## src/rtl/core/ffha_pkg.sv

```systemverilog
// Package for the first-fit heap allocator core.
// Holds arena geometry, status codes and the table entry type; no dependencies.
`default_nettype none
package ffha_pkg;
    localparam int ARENA_BYTES  = 16384;
    localparam int HEADER_BYTES = 16;
    localparam int MAX_BLOCKS   = 64;
    localparam int IDX_W  = $clog2(MAX_BLOCKS);
    localparam int CNT_W  = $clog2(MAX_BLOCKS + 1);
    localparam int SIZE_W = 15;
    localparam int ADDR_W = 21;

    localparam logic [1:0] ST_OK      = 2'd0;
    localparam logic [1:0] ST_NOSPACE = 2'd1;
    localparam logic [1:0] ST_BADFREE = 2'd2;

    localparam logic OP_ALLOC = 1'b0;
    localparam logic OP_FREE  = 1'b1;

    typedef struct packed {
        logic              free_mark;
        logic [SIZE_W-1:0] size;
    } entry_t;
endpackage
`default_nettype wire

```

## src/rtl/core/ffha_table_ram.sv

```systemverilog
// Block table memory: one write port, one read port, registered read data.
// Depends on ffha_pkg.
`default_nettype none
module ffha_table_ram (
    input  wire logic                  clk,
    input  wire logic                  we,
    input  wire logic [ffha_pkg::IDX_W-1:0] waddr,
    input  wire ffha_pkg::entry_t      wdata,
    input  wire logic [ffha_pkg::IDX_W-1:0] raddr,
    output ffha_pkg::entry_t           rdata
);
    import ffha_pkg::*;

    entry_t mem [MAX_BLOCKS];

    // synchronous write and read
    always_ff @(posedge clk)
    begin
        if (we)
        begin
            mem[waddr] <= wdata;
        end
        rdata <= mem[raddr];
    end
endmodule
`default_nettype wire

```

## src/rtl/core/first_fit_heap_allocator_core.sv

```systemverilog
// First-fit heap allocator top level: sequencer around the block table memory.
// Depends on ffha_pkg and ffha_table_ram.
//
// Usage: one request beat on s_axis (opcode, size, offset) gives one response
// beat on m_axis (status, payload_offset). Entries are kept in one memory of
// MAX_BLOCKS rows; entries at or beyond the block count are never used.
// Allocate walks the table entry by entry until a fit, then a split shifts the
// tail up one entry at a time. Free walks to the offset, then compacts the table
// in one pass that merges free neighbors. The walk over the single read port
// sets the rate; the worst case is a free of the last block in a full table.
// One item is in flight at a time; s_axis_tready is low while busy or while a
// result waits. A stalled receiver holds the response in the output register.
// Reset: count is 1 and row 0 is written as one free block of arena less a
// header during the first cycle after reset; no request is taken in that cycle.
`default_nettype none
module first_fit_heap_allocator_core (
    input  wire logic        clk,
    input  wire logic        rst_n,
    input  wire logic        s_axis_tvalid,
    output logic             s_axis_tready,
    input  wire logic [31:0] s_axis_tdata,  // [0] opcode, [15:1] alloc_size, [29:16] release_offset
    output logic             m_axis_tvalid,
    input  wire logic        m_axis_tready,
    output logic [15:0]      m_axis_tdata   // [1:0] status, [15:2] payload_offset
);
    import ffha_pkg::*;

    typedef enum logic [3:0] {
        S_INIT, S_IDLE, S_ARD, S_ACHK, S_SHRD, S_SHWR, S_FRD, S_FCHK,
        S_CRD, S_CCHK, S_DONE
    } state_t;

    state_t             state_reg;
    logic               op_reg;
    logic [SIZE_W-1:0]  req_reg;
    logic [13:0]        rel_reg;
    logic [CNT_W-1:0]   count_reg;
    logic [CNT_W-1:0]   i_reg;      // read index
    logic [CNT_W-1:0]   w_reg;      // write index for compaction
    logic [ADDR_W-1:0]  addr_reg;
    logic [IDX_W-1:0]   fit_reg;
    logic [SIZE_W-1:0]  rem_reg;
    entry_t             acc_reg;    // pending merged entry during compaction
    logic               acc_v_reg;
    logic [1:0]         st_reg;
    logic [13:0]        off_reg;
    logic               outv_reg;

    logic               we;
    logic [IDX_W-1:0]   waddr;
    entry_t             wdata;
    logic [IDX_W-1:0]   raddr;
    entry_t             rdata;

    ffha_table_ram u_ram (
        .clk(clk), .we(we), .waddr(waddr), .wdata(wdata), .raddr(raddr), .rdata(rdata)
    );

    logic [ADDR_W-1:0] pay_addr;
    logic [SIZE_W+1:0] need;
    logic [SIZE_W:0]   merged;
    assign pay_addr = addr_reg + ADDR_W'(HEADER_BYTES);
    assign need     = (SIZE_W+2)'(req_reg) + (SIZE_W+2)'(HEADER_BYTES);
    assign merged   = (SIZE_W+1)'(acc_reg.size) + (SIZE_W+1)'(rdata.size)
                    + (SIZE_W+1)'(HEADER_BYTES);

    assign s_axis_tready = (state_reg == S_IDLE) && !outv_reg;
    assign m_axis_tvalid = outv_reg;
    assign m_axis_tdata  = {off_reg, st_reg};

    // memory port control
    always_comb
    begin
        we    = 1'b0;
        waddr = i_reg[IDX_W-1:0];
        wdata = rdata;
        raddr = i_reg[IDX_W-1:0];
        unique case (state_reg)
            S_INIT:
            begin
                we    = 1'b1;
                waddr = '0;
                wdata = '{free_mark: 1'b1, size: SIZE_W'(ARENA_BYTES - HEADER_BYTES)};
            end
            S_ACHK:
            begin
                if (rdata.free_mark && rdata.size >= req_reg)
                begin
                    we    = 1'b1;
                    wdata = '{free_mark: 1'b0, size: rdata.size};
                    if ((SIZE_W+2)'(rdata.size) > need && count_reg < CNT_W'(MAX_BLOCKS))
                    begin
                        wdata.size = req_reg;
                    end
                end
            end
            S_SHRD:
            begin
                raddr = IDX_W'(i_reg - 1'b1);
            end
            S_SHWR:
            begin
                we = 1'b1;
                if (i_reg == CNT_W'(fit_reg) + 1'b1)
                begin
                    wdata = '{free_mark: 1'b1, size: rem_reg};
                end
            end
            S_FCHK:
            begin
                if (pay_addr == ADDR_W'(rel_reg) && !rdata.free_mark)
                begin
                    we    = 1'b1;
                    wdata = '{free_mark: 1'b1, size: rdata.size};
                end
            end
            S_CCHK:
            begin
                // flush pending entry when current one does not merge into it
                if (acc_v_reg && !(acc_reg.free_mark && rdata.free_mark))
                begin
                    we    = 1'b1;
                    waddr = w_reg[IDX_W-1:0];
                    wdata = acc_reg;
                end
            end
            S_DONE:
            begin
                we    = acc_v_reg;
                waddr = w_reg[IDX_W-1:0];
                wdata = acc_reg;
            end
            default: ;
        endcase
    end

    // sequencer
    always_ff @(posedge clk or negedge rst_n)
    begin
        if (!rst_n)
        begin
            state_reg <= S_INIT;
            count_reg <= CNT_W'(1);
            outv_reg  <= 1'b0;
            acc_v_reg <= 1'b0;
        end
        else
        begin
            if (outv_reg && m_axis_tready)
            begin
                outv_reg <= 1'b0;
            end
            unique case (state_reg)
                S_INIT:
                begin
                    state_reg <= S_IDLE;
                end
                S_IDLE:
                begin
                    if (s_axis_tvalid && s_axis_tready)
                    begin
                        op_reg    <= s_axis_tdata[0];
                        req_reg   <= s_axis_tdata[15:1];
                        rel_reg   <= s_axis_tdata[29:16];
                        i_reg     <= '0;
                        addr_reg  <= '0;
                        st_reg    <= (s_axis_tdata[0] == OP_ALLOC) ? ST_NOSPACE : ST_BADFREE;
                        off_reg   <= '0;
                        acc_v_reg <= 1'b0;
                        state_reg <= (s_axis_tdata[0] == OP_ALLOC) ? S_ARD : S_FRD;
                    end
                end
                S_ARD:
                begin
                    state_reg <= (i_reg < count_reg) ? S_ACHK : S_DONE;
                end
                S_ACHK:
                begin
                    if (rdata.free_mark && rdata.size >= req_reg)
                    begin
                        st_reg  <= ST_OK;
                        off_reg <= pay_addr[13:0];
                        if ((SIZE_W+2)'(rdata.size) > need && count_reg < CNT_W'(MAX_BLOCKS))
                        begin
                            fit_reg   <= i_reg[IDX_W-1:0];
                            rem_reg   <= SIZE_W'((SIZE_W+2)'(rdata.size) - need);
                            i_reg     <= count_reg;
                            count_reg <= count_reg + 1'b1;
                            state_reg <= S_SHRD;
                        end
                        else
                        begin
                            state_reg <= S_DONE;
                        end
                    end
                    else
                    begin
                        addr_reg  <= pay_addr + ADDR_W'(rdata.size);
                        i_reg     <= i_reg + 1'b1;
                        state_reg <= S_ARD;
                    end
                end
                S_SHRD:
                begin
                    state_reg <= S_SHWR;
                end
                S_SHWR:
                begin
                    if (i_reg == CNT_W'(fit_reg) + 1'b1)
                    begin
                        state_reg <= S_DONE;
                    end
                    else
                    begin
                        i_reg     <= i_reg - 1'b1;
                        state_reg <= S_SHRD;
                    end
                end
                S_FRD:
                begin
                    state_reg <= (i_reg < count_reg) ? S_FCHK : S_DONE;
                end
                S_FCHK:
                begin
                    if (pay_addr == ADDR_W'(rel_reg))
                    begin
                        if (!rdata.free_mark)
                        begin
                            st_reg    <= ST_OK;
                            i_reg     <= '0;
                            w_reg     <= '0;
                            state_reg <= S_CRD;
                        end
                        else
                        begin
                            state_reg <= S_DONE;
                        end
                    end
                    else if (pay_addr > ADDR_W'(rel_reg))
                    begin
                        state_reg <= S_DONE;
                    end
                    else
                    begin
                        addr_reg  <= pay_addr + ADDR_W'(rdata.size);
                        i_reg     <= i_reg + 1'b1;
                        state_reg <= S_FRD;
                    end
                end
                S_CRD:
                begin
                    state_reg <= (i_reg < count_reg) ? S_CCHK : S_DONE;
                end
                S_CCHK:
                begin
                    i_reg     <= i_reg + 1'b1;
                    state_reg <= S_CRD;
                    if (acc_v_reg && acc_reg.free_mark && rdata.free_mark)
                    begin
                        acc_reg.size <= SIZE_W'(merged);
                    end
                    else
                    begin
                        acc_reg   <= rdata;
                        acc_v_reg <= 1'b1;
                        if (acc_v_reg)
                        begin
                            w_reg <= w_reg + 1'b1;
                        end
                    end
                end
                S_DONE:
                begin
                    if (op_reg == OP_FREE && st_reg == ST_OK)
                    begin
                        count_reg <= w_reg + 1'b1;
                    end
                    acc_v_reg <= 1'b0;
                    outv_reg  <= 1'b1;
                    state_reg <= S_IDLE;
                end
                default:
                begin
                    state_reg <= S_IDLE;
                end
            endcase
        end
    end

    // checks
    a_count_range: assert property (@(posedge clk) disable iff (!rst_n)
        count_reg != '0 && count_reg <= CNT_W'(MAX_BLOCKS))
        else $error("block count out of range");
    a_no_accept_busy: assert property (@(posedge clk) disable iff (!rst_n)
        s_axis_tready |-> state_reg == S_IDLE && !m_axis_tvalid)
        else $error("accept while busy");
    a_result_after_done: assert property (@(posedge clk) disable iff (!rst_n)
        state_reg == S_DONE |=> m_axis_tvalid)
        else $error("result not raised");
    a_ok_offset: assert property (@(posedge clk) disable iff (!rst_n)
        m_axis_tvalid && m_axis_tdata[1:0] != ST_OK |-> m_axis_tdata[15:2] == '0)
        else $error("offset on failed request");
endmodule
`default_nettype wire

```

## config.mk

```make
export PLATFORM = sky130hd
export DESIGN_NAME = first_fit_heap_allocator_core
export DESIGN_NICKNAME = d
export VERILOG_FILES = /design/src/rtl/core/ffha_pkg.sv /design/src/rtl/core/ffha_table_ram.sv /design/src/rtl/core/first_fit_heap_allocator_core.sv
export SDC_FILE = /design/constraint.sdc
export NUM_CORES = 2
export LEC_CHECK = 0
export BUFFER_PORTS_ARGS = -buffer_cell sky130_fd_sc_hd__buf_4
export CORE_MARGIN = 4
export CORE_UTILIZATION = 63
export CTS_CLUSTER_SIZE = 40
export DETAILED_ROUTE_END_ITERATION = 10
export PLACE_DENSITY = 0.79
export SLEW_MARGIN = 20
export SYNTH_ARGS = -nofsm -noshare
export SYNTH_HDL_FRONTEND = slang
export SYNTH_SLANG_ARGS = --single-unit
```

## constraint.sdc

```tcl
create_clock -name clk -period 8.7 [get_ports clk]
set_input_delay 0.87 -clock clk [delete_from_list [all_inputs] [get_ports clk]]
set_output_delay 0.87 -clock clk [all_outputs]
set_load 0.01 [all_outputs]
```

* Word-level counts from Yosys, hierarchy flattened *
Memories as Yosys holds them, arrays and structs flattened. A register that Yosys moved wholly into a read port is not among the register bits.
Index checks and enable logic that the tools add are counted.

storage, ports and cells
  output and inout bits = 18
  word-level logic and storage cells = 159
  memories kept = 1
  register bits after elaboration = 131
  bits of input ports = 36
  bits in writable memories = 1024

operators by class
  bitwise gates (word level) = 1
  $lt $le $gt $ge = 5
  multiplexer cells = 63
  eq/ne operators = 27
  add/sub/neg operators = 11
  reduce and logical (&&, ||, !) cells = 35

memory list
  name       words  width  rd ports  clocked after Yosys merged registers in  wr ports  line                  source
  u_ram.mem  64     16     1         1                                        1         ffha_table_ram.sv:14  entry_t mem [MAX_BLOCKS];

operators with widths
  kind                                           count
  case mux 16 bit (6 select lines)               1
  2-to-1 mux 7 bit                               13
  2-to-1 mux 21 bit                              4
  2-to-1 mux 16 bit                              4
  case mux 21 bit (3 select lines)               1
  case mux 4 bit (9 select lines)                1
  case mux 7 bit (5 select lines)                1
  2-to-1 mux 4 bit                               8
  2-to-1 mux 15 bit                              2
  2-to-1 mux 14 bit                              2
  case mux 14 bit (2 select lines)               1
  case mux 7 bit (2 select lines)                2
  inequality test 2 bit, second input constant   11
  adder 21 x 15 -> 21 bit                        1
  adder 21 x 5 -> 21 bit, second input constant  1
  adder 7 x 1 -> 7 bit, second input constant    3
  == test 21 x 14 -> 1 bit                       1
  > comparator 21 x 14 -> 1 bit                  1
  case mux 6 bit (3 select lines)                1
  AND reduction 6 bit                            3
  adder 15 x 5 -> 16 bit, second input constant  1
  == test 4 x 3 -> 1 bit, second input constant  4
  > comparator 15 x 16 -> 1 bit                  1
  adder 15 bit                                   1
  other kinds (33)                               73

* Longest topological paths before layout *
  word-level depth = 7
  gate-level depth with buffers = 15
  gate-level depth less buffers = 14

* By module *
From an unflattened synthesis, not the netlist that was laid out.

unflattened totals
  cells, all modules = 2874
  area total of the unflattened synthesis = 50149.3 sq um

by module, submodules not included
  module                         times used  area an instance (sq um)  cells each
  ffha_table_ram                 1           40042.2                   1829
  first_fit_heap_allocator_core  1           10107.2                   1045

* Worst setup path before layout *
OpenSTA, ideal clock, no wires.

  path kind = flip-flop to flip-flop
  start point = register req_reg[7]
  end point = memory u_ram.mem[0][10] (netlist bit) (data pin)
  cell stages (with the launch flop) = 15
  library setup time = 0.702 ns
  path buffers = 0
  data required time = 7.998 ns
  arrival time = 5.323 ns
  path slack = 2.675 ns
  cell sequence = edfxtp_1 > inv_1 > nor3_2 > nand2_1 > nor4_1 > nand3_1 > xnor2_1 > ha_1 > nand3_1 > or2_2 > nor4_1 > a311oi_1 > o211ai_1 > a211oi_2 > o21ai_0

RTL lines
  item                      line                                  source
  start: declaration        first_fit_heap_allocator_core.sv:35   logic [SIZE_W-1:0] req_reg;
  start signal: assignment  first_fit_heap_allocator_core.sv:163  req_reg <= s_axis_tdata[15:1];
  end: declaration          ffha_table_ram.sv:14

==> results.ini <==
[outcome]
outcome=finished clean

[floorplanning]
io_pins=54
die_area_sq_um=89500
rows=106
fp.coreArea_sq_um=83820
chipWidth_um=299.2
die_h_um=299.2
start_util_pct=63.72

[sta]
fin_skew_ns=0.04928
finalSetupViolCount=0
report.final.hold_viol_count=0
fin_crit_sh_pct=62.77
clock.fmax_ghz=0.1831
relSlewSlack_pct=20.28
setup_slack_ns=3.239
tightestPinTransition_ns=1.191
post-route-min-period_ns=5.461
hold_ws_ns=0.05320
slew_viol_final=0
finalSetupTns_ns=0
rsz0062_at_grt=no

[global_route]
grt_pass1_wl_mm=214.8
top_usage_layer=met2
grt_max_degree=221
met1_usage_pct=41.68
grt_use_met3_pct=6.345
grt-ovfl-total=0
grt_pass1_vias=36722
antenna_found_initial=9
grtUsageMet2_pct=49.31
track_usage_pct=31.16

[finish]
largest_reg_flops=1024
fin_util_pct=70.13
nFillCells=5523
drive_gt1_share_pct=10.70
nets=4227
area_growth_syn_to_layout_pct=10.05

[clock_network]
postCtsHoldBufs=0
clkSinkCount=1171
post_cts_buffers=0
clkLatencyLatePin_ns=0.71
cts_resized=0
cts_tree=built
clock_path_buffers=3
cts-root-buf=clkbuf_16
cts_buffers=114
clk_pin_slew_ns=0.06
cts_htree_levels=3

[pwr]
p_comb_share_pct=38.9
p_int_mw=13.57
power.total_mw=22.35
switchingPower_mw=8.777
switching_share_pct=39.28
leakage_nw=19.17
ir_drop_uv=385.0
clock_power_share_pct=21.8
p_seq_share_pct=39.3
power_density_nw_per_um2=380.2

[detailed_routing]
first_iter_violations=5677
drcViolationCount=0
ant_nets=0
wl_per_cell_um=26.81
finalWirelength_mm=142.8
drt-pass1-iter-count=8
vias_per_cell=7.134
dr_total_vias=37994

[synth]
synth.most_common_cell=edfxtp_1
syn_area_sq_um=53410
synth_nets=4266
ys_top_cells_by_area=edfxtp_1 (64%), o221ai_1 (5.5%), nand3_1 (3.1%)
ys_async_sr_fraction_pct=1.110
synth_edf_count=1142
yosysTopAreaCell=edfxtp_1
synth_ff_type=edfxtp_1
syn_avg_cell_area_sq_um=12.93
synth-seq-cells=1171
synth_cell_types=99
seq_area_frac_synth_pct=65.42
synth_common_cells=edfxtp_1 (1142), nand2_1 (423), o221ai_1 (336)
synth_top_area_share_pct=64.21
syn_inst=4132
yosysWarnings=0

[critical_path]
cp.required_ns=9.15
crit_fanout=33
rrSetupSlack_ns=3.24
endpoint_kind=flop
arrival_ns=5.92
cp-start-kind=flop
crit_type=flop to flop

[worst_hold_path]
min_path_type=input port to async pin

[placed_design]
gp_congestion=0.9183
port_buffers=51
pre_cts_slack_ns=3.246
hpwl_mm=81.20

[flow_run]
max_cap_viol_count=0

==> power groups by stage <==
stage | combinational [mW] | clock (mW) | sequential [mW]
2_1_floorplan | 5.29 | 0 | 8.92
3_5_place_dp | 8.40 | 0 | 8.88
5_1_grt | 9.27 | 5.14 | 8.81
3_3_place_gp | 8.09 | 0 | 8.86
6_report | 8.70 | 4.87 | 8.78
4_1_cts | 8.45 | 4.89 | 8.77
==> metal layers <==
metal | vias up | routed length (um) | part of all wire (%)
li1 | 16494 | - | -
met1 | 18522 | 51550 | 36
met2 | 2514 | 67090 | 47
met3 | 460 | 16530 | 12
met4 | 4 | 7573 | 5.3
met5 | - | 29 | 0.020
==> cell usage in the layout, fill, tap and decap left out, drive strengths merged, types with 32 or more instances in the layout <==
cell / synthesis / routed
nand2: 430 / 430
and3: 33 / 33
o22ai: 217 / 217
a31oi: 73 / 73
inv: 81 / 82
a21oi: 110 / 110
mux4: 32 / 32
clkinv: 3 / 52
nor3: 62 / 62
o21ai: 244 / 244
ha: 95 / 95
o221ai: 336 / 336
xnor2: 67 / 67
nor2: 132 / 132
clkbuf: 185 / 147
buf: 138 / 168
edfxtp: 1142 / 1142
nand4: 35 / 35
nand3: 338 / 338
==> final cells by class <==
| class | count | area [sq um] | share of cell area (%) |
|---|---|---|---|
| clock inverter | 62 | 643.1 | 1.094 |
| multi-input combinational | 2554 | 17040 | 28.99 |
| clock buffer | 147 | 3039 | 5.170 |
| timing repair buffer | 168 | 1369 | 2.329 |
| antenna | 6 | 15.01 | 0.02554 |
| sequential | 1171 | 34940 | 59.44 |
| tap | 1134 | 1419 | 2.414 |
| inverter | 84 | 315.3 | 0.5364 |
==> kinds of logic (layout without fill, tap and decap cells) <==
kind of cell    Yosys count  in the layout  synth area share, %
compound gates         1188           1188                15.52
buf+inv                 407            461                3.340
fa+ha+maj                98             98                2.338
simple gates           1129           1129                10.08
other cells               0              6                    0
mux                      55             55                1.790
xor+xnor                 84             84                1.516
flops                  1171           1171                65.42
==> through the flow <==
| step | cells | area, sq um |
|---|---|---|
| 3_3_place_gp | 5110 | 55040 |
| 6_report | 5326 | 58780 |
| 3_5_place_dp | 5110 | 55050 |
| 2_1_floorplan | 4132 | 53410 |
| 5_1_grt | 5320 | 58770 |
| 4_1_cts | 5319 | 58730 |
==> worst max-delay path: stages, from the launching register on <==
cell and delay, ns:
edfxtp_1 0.41, inv_1 0.12, nor3_2 0.25, nand2_1 0.08, nor4_1 0.51, nand3_1 0.17
xnor2_1 0.16, ha_1 0.40, nand3_1 0.13, or2_2 0.32, nor4_1 0.29, a311oi_1 0.14
o211ai_1 0.33, a211oi_4 0.12, buf_4 0.26, o21ai_4 0.94, buf_4 0.52
==> path summary, 6_finish.rpt <==
kind / from / endpoint / depth (start not counted)
setup reg to reg: req_reg[7] / u_ram.mem[37][6] / 16
max in group asynchronous: rst_n / count_reg[0] / 1
min in group clk: s_axis_tdata[8] / req_reg[7] / 1
hold reg to reg: m_axis_tvalid / m_axis_tvalid / 2
setup / recovery: req_reg[7] / u_ram.mem[37][6] / 16
hold / removal: rst_n / count_reg[3] / 1
(Power assumes the default switching activity.)
